## config.mk

```make
export PLATFORM = sky130hd
export DESIGN_NAME = tlc_front
export DESIGN_NICKNAME = d
export VERILOG_FILES = /design/src/rtl/tlc_front.sv
export SDC_FILE = /design/constraint.sdc
export NUM_CORES = 1
export LEC_CHECK = 0
export BUFFER_PORTS_ARGS = -buffer_cell sky130_fd_sc_hd__buf_2
export CAP_MARGIN = 20
export CORE_ASPECT_RATIO = 0.9
export CORE_UTILIZATION = 50
export CTS_CLUSTER_SIZE = 30
export DETAILED_ROUTE_END_ITERATION = 8
export PLACE_DENSITY = 0.79
export REMOVE_ABC_BUFFERS = 1
export SYNTH_ARGS = -nofsm -noshare
export SYNTH_HDL_FRONTEND = slang
export SYNTH_SLANG_ARGS = --single-unit
```

## constraint.sdc

```tcl
create_clock -name clk -period 4.2 [get_ports clk]
set_clock_uncertainty 0.05 [all_clocks]
set_input_delay 0.21 -clock clk [delete_from_list [all_inputs] [get_ports clk]]
set_output_delay 0.21 -clock clk [all_outputs]
set_load 0.03 [all_outputs]
```

## src/rtl/tlc_front.sv

```systemverilog
module tlc_front #(
  parameter int ADDR_BITS = 32
) (
  input  logic                 clk,
  input  logic                 rst_n,
  input  logic                 hold,
  input  logic                 in_tvalid,
  output logic                 in_tready,
  input  logic [31:0]          in_tdata,
  input  logic                 in_tuser,
  input  logic                 q_pop,
  output logic                 q_valid,
  output logic                 q_kind,
  output logic [ADDR_BITS-1:0] q_addr
);

  logic                 kind_q [2];
  logic [ADDR_BITS-1:0] addr_q [2];
  logic                 wr_ptr_r, wr_ptr_nxt;
  logic                 rd_ptr_r, rd_ptr_nxt;
  logic [1:0]           cnt_r, cnt_nxt;
  logic                 push;

  assign in_tready = (cnt_r != 2'd2) && !hold;
  assign push      = in_tvalid && in_tready;
  assign q_valid   = (cnt_r != 2'd0);
  assign q_kind    = kind_q[rd_ptr_r];
  assign q_addr    = addr_q[rd_ptr_r];

  // Advance queue pointers and fill count
  always_comb begin
    wr_ptr_nxt = push ? ~wr_ptr_r : wr_ptr_r;
    rd_ptr_nxt = q_pop ? ~rd_ptr_r : rd_ptr_r;
    cnt_nxt    = cnt_r + {1'b0, push} - {1'b0, q_pop};
  end

  always_ff @(posedge clk) begin
    if (!rst_n) begin
      wr_ptr_r <= 1'b0;
      rd_ptr_r <= 1'b0;
      cnt_r    <= 2'd0;
    end else begin
      wr_ptr_r <= wr_ptr_nxt;
      rd_ptr_r <= rd_ptr_nxt;
      cnt_r    <= cnt_nxt;
    end
  end

  // Store the transaction, address cut to the used width
  always_ff @(posedge clk) begin
    if (push) begin
      kind_q[wr_ptr_r] <= in_tuser;
      addr_q[wr_ptr_r] <= ADDR_BITS'(in_tdata);
    end
  end

endmodule

```

==> summary.md, run 1 <==
The count of endpoints failing hold in the final timing report came out at 0. TritonCTS built the clock tree. The min-delay analysis places its worst path in the category in2reg.

For the worst ir drop on vdd, the log shows 0.2564 mV. For the number of sinks handled by clock tree synthesis, the log shows 71. For the headroom to the max-slew limit, the log shows 69.89%. At the pin with the least slew margin, the transition time is 0.4511 ns. At the end of routability-driven placement, the weighted congestion stood at 0.6978. The logs give 0 for the number of max-slew violations in the final report and 20 for the unique cell type count in the Yosys netlist.

For the post-cts repair resize count, the log shows 0. The worst setup path is of the reg2reg kind. In this run the power density over the cells is 470.7 nW/um^2. The tools report the area enclosed by the die boundary as 5552 sq um.

Setup repair after global routing left no endpoint under its margin. After floorplanning, the core was sized to cover 4955 sq um. In the finished design, the share of the clock period the worst path needs comes to 46.52%. After legalization and detailed placement, the total HPWL measured 2.612 mm. Wires add up to 4.037 mm. The first global-routing pass estimated 6.251 mm of wire. After the last flow step, the layout net total stands at 252. For the number of antenna violations at the first check in global routing, the log shows 0.

The tree is rooted in a sky130_fd_sc_hd__clkbuf_8. The tools report the via count of the first global-routing pass as 1403. In this run the most used layer during global routing was met2. The total number of yosys warnings is 0, and the switching power share of the total is 25.13%.

In this run the vertical extent of the chip is 70.79 um. The post-detailed-route via-to-cell ratio was 4.837. The source-to-sink clock delay at the later pin of the worst-skew pair was 0.32 ns; the design internal power was 0.001137 W. The via count of the routed design is 1364, and the fmax is 511.9 MHz. In the global route stage, met3 resource usage came out at 6.065%. For this run, the detailed router's first-pass iteration total came to 4. Register area share after synthesis: 79.20%. The maximum fanout count along the critical path was 22; the number of placed I/O pins was 73. The H-tree was split into 3 levels. The floorplan step set the die width to 78.43 um. Summed over all nets, the switching power comes to 0.0003816 W. The logs give 1.235 nW for the leakage dissipation and 0 for the number of nets with antenna violations after detailed routing. The synthesized area divided by synthesized cell count works out to 20.38 sq um.

In this run, synthesis produced a sequential element count of 71. The run gives 129 as the synthesized netlist cell count. The count of port buffers added during placement is 72, and the final critical delay including setup and external delays is 1.954 ns. The arrival time reported for the critical path endpoint was 1.90 ns; the floorplan row count was 24. The part of the total power dissipated in combinational logic was 15.9%; the post-synthesis to final-layout area growth was 22.70%.

The number of antenna diodes in the final layout is 0. The largest buffer count on any clock path was 2. In this run the cell area of the synthesized design comes to 2629 sq um. The logs give 15.85% for the total track usage and 65.10% for the final core utilization.

The worst setup path is captured at a register. For this run, design rule violations remaining after detail routing come to 0. The tools report the filler cell count as 374. At the worst endpoint, the required time is 4.15 ns. Effective utilization at floorplan: 53.06%.

Tightest hold margin: 0.01938 ns. Max-cap violations in this run came to 0. Of the cells placed in the final design, the portion with a size suffix greater than 1 is 52.53%. Of the total power, the clock network draws 29.3%. The maximum number of pins on one net before global-route repair is 34.

The sum of negative setup slack is 0 ns. Setup violations remaining at the end of the flow were counted as 0. Clock-pin transition on the worst setup and hold timing paths: 0.07 ns. The number of clock buffers inserted by TritonCTS is 9, and the met1 track demand over resource in global routing is 19.52%. Global routing finished with a remaining overflow of 0.

The post-detailed-route wirelength per cell is 14.32 um. Global routing consumed, on the met2 layer, 24.66% of the routing resources. The worst setup path is launched from a register. The flow ran to the end, and the final reports show no timing, DRC or antenna violations. The sequential group share of total power was 54.7%; the iteration-0 DRC count of the detailed router was 103.
==> cell families (layout without fill, tap and decap cells) <==
logic type | after synthesis | after routing | share of synthesized area, %
flip-flops | 71 | 71 | 79.20
multiplexers | 33 | 33 | 14.14
AND/OR/NAND/NOR | 11 | 11 | 2.428
buffers and inverters | 7 | 95 | 1.904
XOR/XNOR | 3 | 3 | 0.9997
adder cells (fa/ha/maj) | 2 | 2 | 0.9518
AO/OA/AOI/OAI | 2 | 2 | 0.3804
==> final cells by class <==
cell class	instances	area, sq um	area share [%]
Clock inverter	2	8.758	0.2715
Timing Repair Buffer	76	392.9	12.18
Tap cell	65	81.33	2.521
Sequential cell	71	2082	64.55
Clock buffer	14	152.6	4.732
Multi-Input combinational cell	51	496.7	15.40
Inverter	3	11.26	0.3491
==> layout by cell type (no fill, tap or decap) <==
cell type | Yosys | layout
sky130_fd_sc_hd__a21oi_1 | 1 | 1
sky130_fd_sc_hd__and2_1 | 1 | 1
sky130_fd_sc_hd__and3_1 | 1 | 1
sky130_fd_sc_hd__buf_2 | 1 | 72
sky130_fd_sc_hd__buf_4 | 0 | 3
sky130_fd_sc_hd__clkbuf_1 | 0 | 4
sky130_fd_sc_hd__clkbuf_8 | 0 | 10
sky130_fd_sc_hd__clkinv_1 | 0 | 1
sky130_fd_sc_hd__clkinv_2 | 0 | 1
sky130_fd_sc_hd__dfxtp_1 | 5 | 5
sky130_fd_sc_hd__dlygate4sd3_1 | 0 | 1
sky130_fd_sc_hd__edfxtp_1 | 66 | 66
sky130_fd_sc_hd__ha_1 | 2 | 2
sky130_fd_sc_hd__inv_1 | 3 | 3
sky130_fd_sc_hd__mux2_1 | 7 | 7
sky130_fd_sc_hd__mux2_2 | 26 | 26
sky130_fd_sc_hd__nand2_1 | 1 | 1
sky130_fd_sc_hd__nand2b_1 | 1 | 1
sky130_fd_sc_hd__nor2_1 | 4 | 4
sky130_fd_sc_hd__nor2b_4 | 1 | 1
sky130_fd_sc_hd__o21ai_0 | 1 | 1
sky130_fd_sc_hd__or2_2 | 1 | 1
sky130_fd_sc_hd__or3_1 | 1 | 1
sky130_fd_sc_hd__xnor2_1 | 2 | 2
sky130_fd_sc_hd__xor2_1 | 1 | 1
==> Yosys cell counts <==
library cell | number | area [sq um]
sky130_fd_sc_hd__ha_1 | 2 | 25.02
sky130_fd_sc_hd__nand2b_1 | 1 | 6.260
sky130_fd_sc_hd__xnor2_1 | 2 | 17.52
sky130_fd_sc_hd__o21ai_0 | 1 | 5.000
sky130_fd_sc_hd__nor2_1 | 4 | 15.01
sky130_fd_sc_hd__or2_2 | 1 | 6.260
sky130_fd_sc_hd__or3_1 | 1 | 6.260
sky130_fd_sc_hd__mux2_2 | 26 | 292.8
sky130_fd_sc_hd__inv_1 | 3 | 11.26
sky130_fd_sc_hd__buf_2 | 1 | 5.000
sky130_fd_sc_hd__and2_1 | 1 | 6.260
sky130_fd_sc_hd__edfxtp_1 | 66 | 1982
sky130_fd_sc_hd__nand2_1 | 1 | 3.750
sky130_fd_sc_hd__dfxtp_1 | 5 | 100.1
sky130_fd_sc_hd__mux2_1 | 7 | 78.83
sky130_fd_sc_hd__xor2_1 | 1 | 8.760
sky130_fd_sc_hd__buf_6 | 3 | 33.78
sky130_fd_sc_hd__and3_1 | 1 | 6.260
sky130_fd_sc_hd__a21oi_1 | 1 | 5.000
sky130_fd_sc_hd__nor2b_4 | 1 | 13.76
==> sequential cells by signal (all words and copies together) (netlist names), named ones only <==
register,count
cnt_r,2
addr_q,64
rd_ptr_r,1
kind_q,2
wr_ptr_r,1
==> per-layer routing <==
| metal | share of wire, % | vias up |
|---|---|---|
| li1 | - | 659 |
| met1 | 44 | 640 |
| met2 | 47 | 57 |
| met3 | 7.9 | 8 |
| met4 | 1.4 | 0 |
| met5 | 0 | - |
==> worst paths after layout <==
kind / start / end / slack (ns) / depth (start not counted)
max: cnt_r[1] / addr_q[0][8] / 2.25 / 4
max reg2reg: cnt_r[1] / addr_q[0][8] / 2.25 / 4
min: in_tdata[22] / addr_q[1][22] / 0.02 / 1
min reg2reg: wr_ptr_r / wr_ptr_r / 0.46 / 2
==> critical path, cell delays in order, from the launching register on <==
cell and delay, ns:
sky130_fd_sc_hd__dfxtp_1 0.33, sky130_fd_sc_hd__nor2b_4 0.14, sky130_fd_sc_hd__or3_1 0.36, sky130_fd_sc_hd__inv_1 0.36, sky130_fd_sc_hd__buf_4 0.39
==> repair_timing <==
| action | 4_1_cts | 5_1_grt |
|---|---|---|
| setup buffers | 0 | 0 |
| hold buffers | 1 | 0 |
| hold endpoints to repair | 2 | 0 |
==> per-stage QoR <==
stage                     instance area (sq um)  cells  setup WS (ns)  total power (W)
after floorplan                            2590    125          1.901         0.001014
after global placement                     3054    265          2.254         0.001087
after detailed placement                   3054    265          2.214         0.001089
after CTS                                  3226    282          2.204         0.001533
after global routing                       3226    282          2.110         0.001576
final                                      3226    282          2.246         0.001518
==> power groups by stage <==
stage                     sequential, W  clock [W]  combinational (W)
after CTS                      0.000832   0.000457           0.000245
after global routing           0.000835   0.000482           0.000259
after global placement         0.000844          0           0.000243
after floorplan                0.000852          0           0.000162
final                          0.000831   0.000445           0.000242
after detailed placement       0.000846          0           0.000243
No activity file was read; power rests on OpenSTA's default activity.
==> run 2, diff against run 1 <==
--- a/config.mk
+++ b/config.mk
@@ -5,13 +5,14 @@
 export SDC_FILE = /design/constraint.sdc
 export NUM_CORES = 1
 export LEC_CHECK = 0
+export ABC_AREA = 1
 export BUFFER_PORTS_ARGS = -buffer_cell sky130_fd_sc_hd__buf_2
 export CAP_MARGIN = 20
 export CORE_ASPECT_RATIO = 0.9
-export CORE_UTILIZATION = 50
+export CORE_UTILIZATION = 47
 export CTS_CLUSTER_SIZE = 30
 export DETAILED_ROUTE_END_ITERATION = 8
-export PLACE_DENSITY = 0.79
+export PLACE_DENSITY = 0.77
 export REMOVE_ABC_BUFFERS = 1
 export SYNTH_ARGS = -nofsm -noshare
 export SYNTH_HDL_FRONTEND = slang
==> constraint.sdc (replaced) <==
create_clock -name clk -period 1.65 [get_ports clk]
set_clock_uncertainty 0.05 [all_clocks]
set_input_delay 0.0825 -clock clk [delete_from_list [all_inputs] [get_ports clk]]
set_output_delay 0.0825 -clock clk [all_outputs]
set_load 0.03 [all_outputs]
==> summary.md, run 2 <==
The run finished with clean final reports. Yosys attributes the largest share of cell area to sky130_fd_sc_hd__edfxtp_1 (71%), sky130_fd_sc_hd__mux2_4 (16%), sky130_fd_sc_hd__dfxtp_1 (3.6%), sky130_fd_sc_hd__buf_12 (2.2%), sky130_fd_sc_hd__mux2_2 (1.2%). Summing all placed instances gives a cell area of 3261 sq um. The level count of the clock H-tree came out at 3. For the count of endpoints failing hold in the final timing report, the log shows 0. For the routed wire length, the log shows 4.791 mm.

Tracing the worst setup path back leads to its startpoint at cnt_r[0]. Counting the buffers created by CTS gives 9. Of all nets on the critical path, the largest fanout is 2. The synthesized netlist contains 14 unique library cells.

For the total power of the final layout, the log shows 0.004123 W. Routability congestion estimate: 0.6747. For the number of max-slew violations in the final report, the log shows 0. The floorplan step set the die width to 83.07 um. For the sum of negative setup slack, the log shows 0 ns.

The tools report the source-to-sink clock delay at the later pin of the worst-skew pair as 0.32 ns. Each instance of the synthesized netlist takes up on average 20.15 sq um. After detailed routing, the number of vias per cell comes to 4.634. Setup violations remaining at the end of the flow were counted as 0. In the layout the commonest cells are sky130_fd_sc_hd__buf_2 (72), sky130_fd_sc_hd__edfxtp_1 (66), sky130_fd_sc_hd__dlygate4sd3_1 (35), sky130_fd_sc_hd__mux2_4 (30), sky130_fd_sc_hd__buf_4 (11). The worst hold path begins at in_tvalid.

The floorplan has 26 rows. The number of sinks handled by clock tree synthesis was 71. The register ranked first by flip-flop count was addr_q.

The most common cell in the synthesized netlist is sky130_fd_sc_hd__edfxtp_1. The tools report the arrival time reported for the critical path endpoint as 1.76 ns. Estimated wirelength of the detail-placed design: 3.147 mm.

For the wire length of the first global-routing pass, the log shows 7.231 mm. Global routing finished with a remaining overflow of 0. The count of port buffers added during placement was 72; the flip-flop count of the largest register after layout was 64. The vertical die dimension was 74.97 um.

The cell taking the most area after synthesis is sky130_fd_sc_hd__edfxtp_1. STA classifies the critical path endpoint as a register. The detail route stage leaves a number of antenna-violating nets equal to 0. Via count of the routed design: 1571. The final period utilization is 96.45%, and the total track usage is 16.09%. The netlist area before placement is 2780 sq um. For the worst setup path, the data required time is 1.82 ns. The commonest cells after synthesis are sky130_fd_sc_hd__edfxtp_1 (66), sky130_fd_sc_hd__mux2_4 (30), sky130_fd_sc_hd__nand2_1 (8), sky130_fd_sc_hd__inv_1 (7), sky130_fd_sc_hd__nor2_1 (6).

The filler cells instantiated in the layout total 395. The logs give 138 for the synthesized netlist cell count and 73 for the number of placed I/O pins. TritonCTS built the clock tree. No sink is reached through more buffers than the 2 on the longest clock path. Class of the most critical setup path: reg2reg. The root buffer cell chosen for the clock tree is sky130_fd_sc_hd__clkbuf_8. For this block, the initial DRC count from the detailed router was 58. The leakage dissipation was 1.589 nW; the cell count after placement was 287. The top cell type's share of synthesized area came out at 71.29%. The maximum number of pins on one net before global-route repair was 29. The number of detailed-routing iterations run before antenna repair came out at 3. The worst pin sits at a relative slew slack of 85.15%.

For this run, the register share of the synthesized area comes to 74.89%. For the finished layout, the period the worst path requires is 1.591 ns. The run gives 0 as the count of max-cap constraint violations. The most used flip-flop cell after synthesis is sky130_fd_sc_hd__edfxtp_1.

After the flow finishes, the layout carries non-filler instances totaling 339. The final antenna diode count was 0. Leaving out fill and tap cells, the most frequent cell in the layout is sky130_fd_sc_hd__buf_2. The area growth from synthesis to layout is 38.84%. For this configuration, the core starts out at a cell density of 48.84%. After synthesis, the share of flip-flops with an asynchronous set or reset is 0%. Across all hold checks on the routed design, the worst slack comes to 0.08558 ns.

For this run, the number of Yosys warnings is 0. The fraction of layout instances using a drive strength above 1 was 52.04%; the via count of the first global-routing pass was 1588. With fillers left out, the area of the finished cells amounts to 3860 sq um. The cell area power density came out at 1068 nW/um^2. The largest registers in the layout are addr_q x64, cnt_r x2, kind_q x2. Clock-pin slew was measured on the worst setup and hold paths at 0.07 ns.

The DRC violation count after routing is 0, and the number of antenna violations at the first check in global routing is 0. The worst ir drop on vdd was 0.7714 mV. The transition time at the pin with the least slew margin works out to 0.2227 ns. The source of the worst register-to-register timing path was cnt_r[0]. The net count of the finished layout is 305. The worst hold path belongs to the class in2reg. The type of element launching the critical path was a register.

The number of synthesized register bits works out to 71. The logs give 628.4 MHz for the fmax and 5693 sq um for the area of the core region. Dividing the detail-routed wire length by the instance count gives 14.13 um.

The number of flops mapped to enable cells by yosys came out at 66. The run gives 6227 sq um as the area enclosed by the die boundary.
[run 2: cell count changes in the layout (fill, tap and decap cells not counted), moves of 4 or more]
cell / before / now
sky130_fd_sc_hd__buf_4: 3 / 11
sky130_fd_sc_hd__clkbuf_1: 4 / 0
sky130_fd_sc_hd__dlygate4sd3_1: 1 / 35
sky130_fd_sc_hd__inv_1: 3 / 7
sky130_fd_sc_hd__mux2_1: 7 / 0
sky130_fd_sc_hd__mux2_2: 26 / 3
sky130_fd_sc_hd__mux2_4: 0 / 30
sky130_fd_sc_hd__nand2_1: 1 / 7
[run 2: metrics by stage]
stage / setup slack (ns) / utilization (%)
global placement: 0.04381 / 57.27
finish: 0.05859 / 67.80
global route: -0.007852 / 67.80
detailed placement: -0.09068 / 57.27
floorplan: -0.7740 / -
CTS: 0.009477 / 67.27
[run 2: power breakdown]
part	switching (W)	leakage [nW]	internal (W)
clock network	0.000561	0.102	0.000824
registers	0.0000241	0.646	0.00206
logic	0.000348	0.842	0.000307
total	0.000933	1.59	0.00319
[run 2: area by class of cell]
cell class	count	area, sq um	area share (%)
Clock buffer	9	123.9	3.209
Clock inverter	6	76.32	1.977
Inverter	7	26.28	0.6807
Multi-Input combinational cell	56	636.9	16.50
Sequential cell	71	2085	54.00
Tap cell	70	87.58	2.269
Timing Repair Buffer	120	824.5	21.36
[run 2: critical path, stage by stage, from the launching register on]
cell	delay, ns
sky130_fd_sc_hd__dfxtp_2	0.32
sky130_fd_sc_hd__inv_1	0.06
sky130_fd_sc_hd__nand2_2	0.07
sky130_fd_sc_hd__nand3_2	0.10
sky130_fd_sc_hd__ha_4	0.28
sky130_fd_sc_hd__inv_1	0.03
sky130_fd_sc_hd__ha_2	0.17
sky130_fd_sc_hd__or2_4	0.23
sky130_fd_sc_hd__a21oi_2	0.13
sky130_fd_sc_hd__nor2_1	0.05
[run 2: path summary, 6_finish.rpt]
check	endpoint	slack (ns)	depth (start not counted)
min	wr_ptr_r	0.09	4
min reg2reg	rd_ptr_r	0.45	2
max reg2reg	cnt_r[1]	0.06	9
max	cnt_r[1]	0.06	9
[run 2: logic make-up (layout without fill, tap and decap cells)]
family / Yosys count / in the layout / synth area share [%]
flip-flops: 71 / 71 / 74.89
adder cells (fa/ha/maj): 2 / 2 / 0.8999
multiplexers: 33 / 33 / 17.42
AO/OA/AOI/OAI: 2 / 2 / 0.3601
buffers and inverters: 11 / 142 / 3.511
AND/OR/NAND/NOR: 19 / 19 / 2.925
[run 2: layer usage]
layer | vias to the layer above | GRT usage (%) | wire [um]
li1 | 773 | - | -
met1 | 740 | 16.88 | 2042
met2 | 54 | 29.33 | 2475
met3 | 4 | 7.237 | 247
met4 | 0 | 5.747 | 26
met5 | - | 0 | 0
[run 2: what timing repair did]
item                                   in CTS  in global routing
setup endpoints to repair                   2                  1
endpoints found under the hold margin      71                  0
pin swaps                                   1                  1
buffers inserted                            0                  2
hold buffers                               35                  0
resized for setup                           6                  2
cloned                                      0                  0
