### src/rtl/tlc_pkg.sv
package tlc_pkg;

  // Register indexes of the configuration port
  localparam logic [2:0] CFG_BLOCK_BYTES_LOG2 = 3'd0;
  localparam logic [2:0] CFG_L1_SETS_LOG2     = 3'd1;
  localparam logic [2:0] CFG_L1_WAYS          = 3'd2;
  localparam logic [2:0] CFG_L2_SETS_LOG2     = 3'd3;
  localparam logic [2:0] CFG_L2_WAYS          = 3'd4;

  localparam int CFG_IDX_W  = 3;
  localparam int CFG_DATA_W = 5;

  // Reset values of the registers
  localparam logic [2:0] RST_BLOCK_BYTES_LOG2 = 3'd6;
  localparam logic [2:0] RST_L1_SETS_LOG2     = 3'd3;
  localparam logic [4:0] RST_L1_WAYS          = 5'd2;
  localparam logic [3:0] RST_L2_SETS_LOG2     = 4'd7;
  localparam logic [4:0] RST_L2_WAYS          = 5'd8;

  localparam int            WAY_W    = 5;
  localparam int            RANK_W   = 4;
  localparam logic [3:0]    RANK_MAX = 4'd15;
  localparam logic [4:0]    RANK_NONE = 5'd16;

  // Access time costs in ns
  localparam logic [9:0] T_ACCESS = 10'd1;
  localparam logic [9:0] T_L2     = 10'd20;
  localparam logic [9:0] T_MEM    = 10'd200;

  localparam int OUT_TDATA_W = 24;

  typedef struct packed {
    logic             valid;
    logic             dirty;
    logic [RANK_W-1:0] rank;
  } meta_t;

  // Status of one level's lookup engine
  typedef struct packed {
    logic busy;
    logic done;
    logic hit;
    logic ev_dirty;
  } lvl_stat_t;

  typedef enum logic [2:0] {
    LV_CLEAR,
    LV_IDLE,
    LV_SCAN,
    LV_DECIDE,
    LV_UPD,
    LV_DONE
  } lvl_state_t;

  typedef enum logic [2:0] {
    BK_IDLE,
    BK_L1,
    BK_L2_FIRST,
    BK_L2_SECOND,
    BK_OUT
  } back_state_t;

endpackage

### src/rtl/tlc_level.sv
module tlc_level #(
  parameter int ADDR_BITS = 32,
  parameter int LINES     = 128,
  parameter int MAX_WAYS  = 16
) (
  input  logic                  clk,
  input  logic                  rst_n,
  input  logic                  clear,
  input  logic                  start,
  input  logic                  req_write,
  input  logic [ADDR_BITS-1:0]  req_addr,
  input  logic [2:0]            block_log2,
  input  logic [3:0]            sets_log2,
  input  logic [4:0]            ways,
  output tlc_pkg::lvl_stat_t    stat,
  output logic [ADDR_BITS-1:0]  ev_addr
);

  localparam int IW   = (LINES > 1) ? $clog2(LINES) : 1;
  localparam int FLOG = $clog2(LINES + 1) - 1;

  // Tag and state memories
  logic [ADDR_BITS-1:0] tag_mem  [LINES];
  tlc_pkg::meta_t       meta_mem [LINES];

  tlc_pkg::lvl_state_t  st_r, st_nxt;
  logic [IW-1:0]        clr_r, clr_nxt;
  logic [ADDR_BITS-1:0] addr_r, addr_nxt;
  logic [ADDR_BITS-1:0] tag_r, tag_nxt;
  logic [5:0]           sh_r, sh_nxt;
  logic [IW-1:0]        base_r, base_nxt;
  logic [4:0]           w_r, w_nxt;
  logic                 write_r, write_nxt;
  logic [4:0]           iss_r, iss_nxt;
  logic                 chk_v_r, chk_v_nxt;
  logic [4:0]           chk_r, chk_nxt;
  logic                 hit_f_r, hit_f_nxt;
  logic [4:0]           hit_w_r, hit_w_nxt;
  logic [3:0]           hit_rank_r, hit_rank_nxt;
  logic                 inv_f_r, inv_f_nxt;
  logic [4:0]           inv_w_r, inv_w_nxt;
  logic [4:0]           vic_w_r, vic_w_nxt;
  logic [3:0]           vic_rank_r, vic_rank_nxt;
  logic                 vic_dirty_r, vic_dirty_nxt;
  logic [ADDR_BITS-1:0] vic_tag_r, vic_tag_nxt;
  logic [4:0]           tgt_r, tgt_nxt;
  logic [4:0]           old_r, old_nxt;
  logic                 hit_res_r, hit_res_nxt;
  logic                 ev_dirty_r, ev_dirty_nxt;

  logic [ADDR_BITS-1:0] rd_tag_r;
  tlc_pkg::meta_t       rd_meta_r;

  logic [IW-1:0]        rd_addr, wa;
  logic                 we, tag_we;
  tlc_pkg::meta_t       wmeta;

  logic [4:0]           s_eff;
  logic [16:0]          cap;
  logic [4:0]           w_clamp, w_eff;
  logic [ADDR_BITS-1:0] set_full, set_mask;
  logic [IW-1:0]        set_idx;
  logic [IW+4:0]        base_prod;
  logic [5:0]           sh_c;
  logic [IW+5:0]        rd_sum, wr_sum;
  logic                 chk_last;
  tlc_pkg::meta_t       m;

  // Work out the geometry in use
  always_comb begin
    s_eff = ({1'b0, sets_log2} > 5'(FLOG)) ? 5'(FLOG) : {1'b0, sets_log2};
    cap   = 17'(LINES) >> s_eff;
    if (ways == 5'd0) begin
      w_clamp = 5'd1;
    end else if (ways > 5'(MAX_WAYS)) begin
      w_clamp = 5'(MAX_WAYS);
    end else begin
      w_clamp = ways;
    end
    w_eff     = ({12'd0, w_clamp} > cap) ? 5'(cap) : w_clamp;
    set_mask  = (ADDR_BITS'(1) << s_eff) - ADDR_BITS'(1);
    set_full  = (req_addr >> block_log2) & set_mask;
    set_idx   = IW'(set_full);
    base_prod = (IW+5)'(set_idx) * (IW+5)'(w_eff);
    sh_c      = 6'(block_log2) + 6'(s_eff);
  end

  assign rd_sum   = (IW+6)'(base_r) + (IW+6)'(iss_r);
  assign wr_sum   = (IW+6)'(base_r) + (IW+6)'(chk_r);
  assign chk_last = chk_v_r && (chk_r == w_r - 5'd1);
  assign m        = rd_meta_r;

  // Sequence the way scan and the rank update
  always_comb begin
    st_nxt        = st_r;
    clr_nxt       = clr_r;
    addr_nxt      = addr_r;
    tag_nxt       = tag_r;
    sh_nxt        = sh_r;
    base_nxt      = base_r;
    w_nxt         = w_r;
    write_nxt     = write_r;
    iss_nxt       = iss_r;
    chk_v_nxt     = 1'b0;
    chk_nxt       = chk_r;
    hit_f_nxt     = hit_f_r;
    hit_w_nxt     = hit_w_r;
    hit_rank_nxt  = hit_rank_r;
    inv_f_nxt     = inv_f_r;
    inv_w_nxt     = inv_w_r;
    vic_w_nxt     = vic_w_r;
    vic_rank_nxt  = vic_rank_r;
    vic_dirty_nxt = vic_dirty_r;
    vic_tag_nxt   = vic_tag_r;
    tgt_nxt       = tgt_r;
    old_nxt       = old_r;
    hit_res_nxt   = hit_res_r;
    ev_dirty_nxt  = ev_dirty_r;
    rd_addr       = rd_sum[IW-1:0];
    we            = 1'b0;
    tag_we        = 1'b0;
    wa            = wr_sum[IW-1:0];
    wmeta         = '0;

    unique case (st_r)
      tlc_pkg::LV_CLEAR: begin
        we = 1'b1;
        wa = clr_r;
        if (clr_r == IW'(LINES - 1)) begin
          st_nxt = tlc_pkg::LV_IDLE;
        end else begin
          clr_nxt = clr_r + IW'(1);
        end
      end
      // Take a new request when idle or in the done cycle, so lookups can chain
      tlc_pkg::LV_IDLE, tlc_pkg::LV_DONE: begin
        st_nxt = tlc_pkg::LV_IDLE;
        if (start) begin
          addr_nxt  = req_addr;
          write_nxt = req_write;
          tag_nxt   = req_addr >> sh_c;
          sh_nxt    = sh_c;
          base_nxt  = base_prod[IW-1:0];
          w_nxt     = w_eff;
          iss_nxt   = 5'd0;
          hit_f_nxt = 1'b0;
          inv_f_nxt = 1'b0;
          st_nxt    = tlc_pkg::LV_SCAN;
        end
      end
      tlc_pkg::LV_SCAN: begin
        if (iss_r < w_r) begin
          iss_nxt   = iss_r + 5'd1;
          chk_v_nxt = 1'b1;
          chk_nxt   = iss_r;
        end
        if (chk_v_r) begin
          if (!hit_f_r && m.valid && (rd_tag_r == tag_r)) begin
            hit_f_nxt    = 1'b1;
            hit_w_nxt    = chk_r;
            hit_rank_nxt = m.rank;
          end
          if (!inv_f_r && !m.valid) begin
            inv_f_nxt = 1'b1;
            inv_w_nxt = chk_r;
          end
          if ((chk_r == 5'd0) || (m.rank > vic_rank_r)) begin
            vic_w_nxt     = chk_r;
            vic_rank_nxt  = m.rank;
            vic_dirty_nxt = m.dirty;
            vic_tag_nxt   = rd_tag_r;
          end
          if (chk_last) begin
            st_nxt = tlc_pkg::LV_DECIDE;
          end
        end
      end
      tlc_pkg::LV_DECIDE: begin
        hit_res_nxt = hit_f_r;
        priority if (hit_f_r) begin
          tgt_nxt      = hit_w_r;
          old_nxt      = {1'b0, hit_rank_r};
          ev_dirty_nxt = 1'b0;
        end else if (inv_f_r) begin
          tgt_nxt      = inv_w_r;
          old_nxt      = tlc_pkg::RANK_NONE;
          ev_dirty_nxt = 1'b0;
        end else begin
          tgt_nxt      = vic_w_r;
          old_nxt      = {1'b0, vic_rank_r};
          ev_dirty_nxt = vic_dirty_r;
        end
        iss_nxt = 5'd0;
        st_nxt  = tlc_pkg::LV_UPD;
      end
      tlc_pkg::LV_UPD: begin
        if (iss_r < w_r) begin
          iss_nxt   = iss_r + 5'd1;
          chk_v_nxt = 1'b1;
          chk_nxt   = iss_r;
        end
        if (chk_v_r) begin
          we    = 1'b1;
          wmeta = m;
          if (chk_r == tgt_r) begin
            wmeta.rank = '0;
            if (hit_res_r) begin
              wmeta.dirty = m.dirty | write_r;
            end else begin
              wmeta.valid = 1'b1;
              wmeta.dirty = write_r;
              tag_we      = 1'b1;
            end
          end else if (m.valid && ({1'b0, m.rank} < old_r) &&
                       (m.rank < tlc_pkg::RANK_MAX)) begin
            wmeta.rank = m.rank + 4'd1;
          end
          if (chk_last) begin
            st_nxt = tlc_pkg::LV_DONE;
          end
        end
      end
      default: begin
        st_nxt = tlc_pkg::LV_CLEAR;
      end
    endcase

    // Restart the invalidation sweep on a configuration write
    if (clear) begin
      st_nxt  = tlc_pkg::LV_CLEAR;
      clr_nxt = '0;
    end
  end

  always_ff @(posedge clk) begin
    if (!rst_n) begin
      st_r    <= tlc_pkg::LV_CLEAR;
      clr_r   <= '0;
      chk_v_r <= 1'b0;
    end else begin
      st_r    <= st_nxt;
      clr_r   <= clr_nxt;
      chk_v_r <= chk_v_nxt;
    end
  end

  always_ff @(posedge clk) begin
    addr_r      <= addr_nxt;
    tag_r       <= tag_nxt;
    sh_r        <= sh_nxt;
    base_r      <= base_nxt;
    w_r         <= w_nxt;
    write_r     <= write_nxt;
    iss_r       <= iss_nxt;
    chk_r       <= chk_nxt;
    hit_f_r     <= hit_f_nxt;
    hit_w_r     <= hit_w_nxt;
    hit_rank_r  <= hit_rank_nxt;
    inv_f_r     <= inv_f_nxt;
    inv_w_r     <= inv_w_nxt;
    vic_w_r     <= vic_w_nxt;
    vic_rank_r  <= vic_rank_nxt;
    vic_dirty_r <= vic_dirty_nxt;
    vic_tag_r   <= vic_tag_nxt;
    tgt_r       <= tgt_nxt;
    old_r       <= old_nxt;
    hit_res_r   <= hit_res_nxt;
    ev_dirty_r  <= ev_dirty_nxt;
  end

  // Read and write the set memories
  always_ff @(posedge clk) begin
    rd_tag_r  <= tag_mem[rd_addr];
    rd_meta_r <= meta_mem[rd_addr];
    if (we) begin
      meta_mem[wa] <= wmeta;
    end
    if (tag_we) begin
      tag_mem[wa] <= tag_r;
    end
  end

  // Rebuild the victim's address from its tag and the request's low bits
  assign ev_addr = (vic_tag_r << sh_r) | (addr_r & ~({ADDR_BITS{1'b1}} << sh_r));

  assign stat.busy     = (st_r == tlc_pkg::LV_CLEAR);
  assign stat.done     = (st_r == tlc_pkg::LV_DONE);
  assign stat.hit      = hit_res_r;
  assign stat.ev_dirty = ev_dirty_r;

endmodule

### config.mk
export PLATFORM = sky130hd
export DESIGN_NAME = tlc_level
export DESIGN_NICKNAME = d
export VERILOG_FILES = /design/src/rtl/tlc_pkg.sv /design/src/rtl/tlc_level.sv
export SDC_FILE = /design/constraint.sdc
export NUM_CORES = 2
export LEC_CHECK = 0
export BUFFER_PORTS_ARGS = -buffer_cell sky130_fd_sc_hd__buf_2
export CAP_MARGIN = 40
export CELL_PAD_IN_SITES_DETAIL_PLACEMENT = 1
export CELL_PAD_IN_SITES_GLOBAL_PLACEMENT = 1
export CORE_MARGIN = 3
export CORE_UTILIZATION = 56
export CTS_CLUSTER_DIAMETER = 50
export CTS_CLUSTER_SIZE = 24
export DETAILED_ROUTE_END_ITERATION = 8
export MAX_ROUTING_LAYER = met4
export PLACE_DENSITY = 0.83
export RECOVER_POWER = 100
export SLEW_MARGIN = 40
export SYNTH_ARGS = -nofsm -noshare
export SYNTH_HDL_FRONTEND = slang
export SYNTH_MEMORY_MAX_BITS = 65536
export SYNTH_SLANG_ARGS = --single-unit
### constraint.sdc
create_clock -name clk -period 7.25 [get_ports clk]
set_clock_uncertainty 0.15 [all_clocks]
set_input_delay 0.3625 -clock clk [delete_from_list [all_inputs] [get_ports clk]]
set_output_delay 0.3625 -clock clk [all_outputs]
set_load 0.02 [all_outputs]
==> flow_summary.yaml <==
outcome:
  outcome: "finished, violations left"
  failed_checks: "DRC, capacitance limit, slew limit"
place:
  dp_hpwl_um: 357800
  port-buffer-count: 84
  dp_slack_ns: 1.031
  routabilityCongestion: 0.9507
setup_path:
  critPathTopFamily: "simple AND/OR/NAND/NOR gates"
  critPathRequiredTime_ns: 7.71
  crit_path_buf_inv_count: 2
  critical_path.startpoint_type: "flop"
  crit_chain: "or3_1, clkinvlp_2, nand2_1, o21ai_0, or4_1, nor2_1, nand2_1, nor3_1, clkbuf_2"
  timing.critical_path.to_type: "flop"
  timing.critical_path.slowest_stage_cell: "clkbuf_2"
  reg2reg_from: "st_r[2]"
  r2r.worst_path.cells: 9
  cp_data_arrival_time_ns: 7.42
  critical_path_class: "reg2reg"
  cp_slowest_stage_delay_ns: 1.11
  r2r_slack_ns: 0.29
  timing.critical_path.fanout_max: 32
  crit_path_frequent_cell: "nand2_1"
  worst_r2r_endpoint: "tag_mem[104][29]"
global_routing:
  grt_max_degree: 113
  global_route.overflow_total: 0
  vias_in_the_first_global_route: 119600
  grt_first_pass_wirelength_um: 929200
  grt_util_all_layers_pct: 37.10
  grt_antenna_before_repair: 55
clocking:
  clk_transition_reported_paths_ns: 0.07
  worstSkewPairLatency_ns: 1.03
  ctsRootBufferMaster: "clkbuf_16"
  h-tree-depth: 5
  cts.sink_count: 5074
  clk_path_buf_depth: 4
  cts_tree: "built"
  numCtsBuffers: 454
routing:
  wirelength_um: 703700
  remaining_drc_errors: 2
  vias_per_cell: 7.492
  detailedRoute.firstIterationViolations: 23140
  number_of_nets_with_antenna_violations_after_routing: 0
  drt-pass1-iter-count: 9
  avgRoutedWirePerCell_um: 43.85
  routed-via-count: 120200
hold_path:
  hp-class: "in2reg"
  holdCritStartpoint: "sets_log2[2]"
  hold-path-endpoint: "w_r[3]"
  hold_depth: 5
sta:
  timing_max_transition_violations_final: 4639
  final.period_utilization_pct: 95.99
  timing.final.hold_violations: 0
  setup_repair_after_global_routing_missed_its_margin: "false"
  slew-limit-headroom_pct: -209.4
  setup_tns_ns: 0
  actual_slew_at_the_worst_max_slew_pin_ns: 4.641
  fin_crit_ns: 6.959
  setup-violations-final: 0
  postLayoutSetupSlackWorst_ns: 0.2910
  achievable_frequency_mhz: 143.7
synth:
  synth_cells: 10370
  count_of_state_elements_after_synthesis: 5074
  synth-seq-area-share_pct: 75.63
  synth_top_flop_cell: "edfxtp_1"
  synth.cell_area_um2: 200800
  synth_largest_type_area_fraction_pct: 75.14
  net_count_of_the_mapped_netlist: 10480
  synth.largest_area_cell: "edfxtp_1"
  synth.avg_cell_area_um2: 19.36
  synth_cell_type_count: 65
  synth_edf_count: 5025
  synth_warnings: 0
  postSynth.asyncResetShare_pct: 0
  synth_top_cells_by_area: "edfxtp_1 75%, mux4_2 14%, nand2_1 2.7%"
cells_and_area:
  syn_to_final_growth_pct: 12.91
  final_nets: 10940
  post_route_cells_drive_above_1_share_pct: 23.97
power:
  pwr-share-clk_pct: 45.3
  worst_ir_drop_vdd_mv: 0.2150
  cellPowerDensity_nw_per_um2: 259.6
  cell_internal_pwr_w: 0.04560
  share_comb_of_total_power_pct: 0.8
  power.switching_w: 0.01326
  swShare_pct: 22.53
  p_leak_nw: 72.20
  seqPwrFrac_pct: 53.9
die:
  die_h_um: 604.8
  floorplan.initialDensity_pct: 56.33
  core_area_um2: 356500
  total_die_area_um2: 365800
  floorplan.die.width_um: 604.8
  placementRows: 219
  ios: 85
flow_run:
  drv_cap: 96
sequential cells by signal, summed over array words and instances (netlist names), 6 cells and up:
register	count
addr_r	31
base_r	7
clr_r	7
m	6
meta_mem	768
rd_tag_r	32
tag_mem	4096
tag_r	32
vic_tag_r	32
Yosys cell counts, drive strengths merged (7+ instances only):
master,count
and3,466
nand3,21
mux2,19
a2111oi,152
buf,300
nand2b,11
nand4,8
mux2i,64
xor2,34
nor4,198
inv,52
mux4,1250
a211oi,15
xnor2,38
nor2,246
and2,7
fa,11
ha,44
dfxtp,49
a31oi,174
a21o,12
nand2,1429
a21oi,71
nor3,148
edfxtp,5025
nor2b,21
clkbuf,361
o21ai,83
power groups by stage:
stage,registers (W),clock network (W),logic [W]
after floorplan,0.0324,0,0.000271
after global placement,0.0324,0,0.000411
after detailed placement,0.0324,0,0.000416
after CTS,0.0317,0.0262,0.000453
after global routing,0.0317,0.0277,0.000503
final,0.0317,0.0267,0.000471
timing repair:
item | 4_1_cts | 5_1_grt
gates resized for setup | 0 | 0
hold buffers | 47 | 0
buffers inserted | 0 | 0
endpoints found under the hold margin | 74 | 0
metal layers:
layer | track usage, % | vias to the layer above | part of all wire [%]
li1 | - | 43220 | -
met1 | 46.56 | 60980 | 32
met2 | 55.99 | 13100 | 46
met3 | 10.30 | 2927 | 15
met4 | 18.87 | 0 | 7.4
met5 | - | - | 0
worst register-to-register path: stages (launching register included):
cell	delay [ns]
dfxtp_1	0.66
or3_1	0.45
clkinvlp_2	0.81
nand2_1	0.35
o21ai_0	0.19
or4_1	0.74
nor2_1	0.84
nand2_1	0.65
nor3_1	0.61
clkbuf_2	1.11
kinds of logic (layout without fill, tap and decap cells):
kind of cell | Yosys count | count (layout) | share of synthesized area [%]
AND/OR/NAND/NOR | 2574 | 2574 | 5.843
flip-flops | 5074 | 5074 | 75.63
AO/OA/AOI/OAI | 549 | 549 | 1.867
XOR/XNOR | 73 | 73 | 0.3252
adder cells (fa/ha/maj) | 55 | 55 | 0.3838
other | 1 | 66 | 0.001867
buffers and inverters | 715 | 1573 | 1.502
multiplexers | 1333 | 1333 | 14.44
layout make-up:
cell class,instances,area (um2)
flip-flops and latches,5074,151900
fillers,28940,129800
repair buffers,663,5403
diodes,65,162.7
clock buffers,489,11710
clock inverters,367,4243
inverters,54,205.2
well taps,4751,5944
multi-input cells,4585,47190
cells in the final DEF (no fill, tap or decap), types with 43 or more instances in the layout:
| cell type | netlist | layout |
|---|---|---|
| inv_6 | 0 | 69 |
| buf_12 | 0 | 59 |
| edfxtp_1 | 5025 | 5025 |
| nand2_1 | 1429 | 1429 |
| a21oi_1 | 69 | 68 |
| nor3_1 | 146 | 137 |
| nor2_1 | 246 | 200 |
| nor4_1 | 198 | 151 |
| clkbuf_2 | 0 | 113 |
| o21ai_0 | 80 | 80 |
| nor2_4 | 0 | 43 |
| a31oi_1 | 174 | 173 |
| nor4_2 | 0 | 44 |
| mux4_2 | 1250 | 1250 |
| inv_1 | 51 | 50 |
| clkbuf_1 | 361 | 182 |
| and3_1 | 466 | 465 |
| a2111oi_0 | 152 | 81 |
| clkbuf_16 | 0 | 464 |
| diode_2 | 0 | 65 |
| clkinvlp_4 | 0 | 45 |
| ha_1 | 44 | 43 |
| dfxtp_1 | 49 | 49 |
| dlygate4sd3_1 | 0 | 47 |
| mux2i_1 | 64 | 64 |
| buf_4 | 22 | 226 |
through the flow:
step                cells  area [um2]  power (W)  utilization (%)  hold WS [ns]
finish              16050      226700    0.05886            63.60       0.07047
global route        16030      226700    0.05990            63.59        0.1016
CTS                 15970      227700    0.05836            63.86      0.003824
detailed placement  15060      211200    0.03280            59.25        0.3049
global placement    15030      209800    0.03280            58.85        0.3172
floorplan           10370      200800    0.03266                -        0.2519
worst max path at each step:
stage / start / to / slack, ns / cells after the start
floorplan: m[1] / meta_mem[0][3] / 1.08 / 7
global placement: sets_log2[1] / base_r[6] / 0.86 / 21
detailed placement: sets_log2[1] / base_r[6] / 1.03 / 21
CTS: sets_log2[3] / base_r[6] / 1.44 / 23
global route: st_r[2] / tag_mem[25][29] / 0.48 / 11
finish: st_r[2] / tag_mem[104][29] / 0.29 / 9
(Power assumes the default switching activity.)
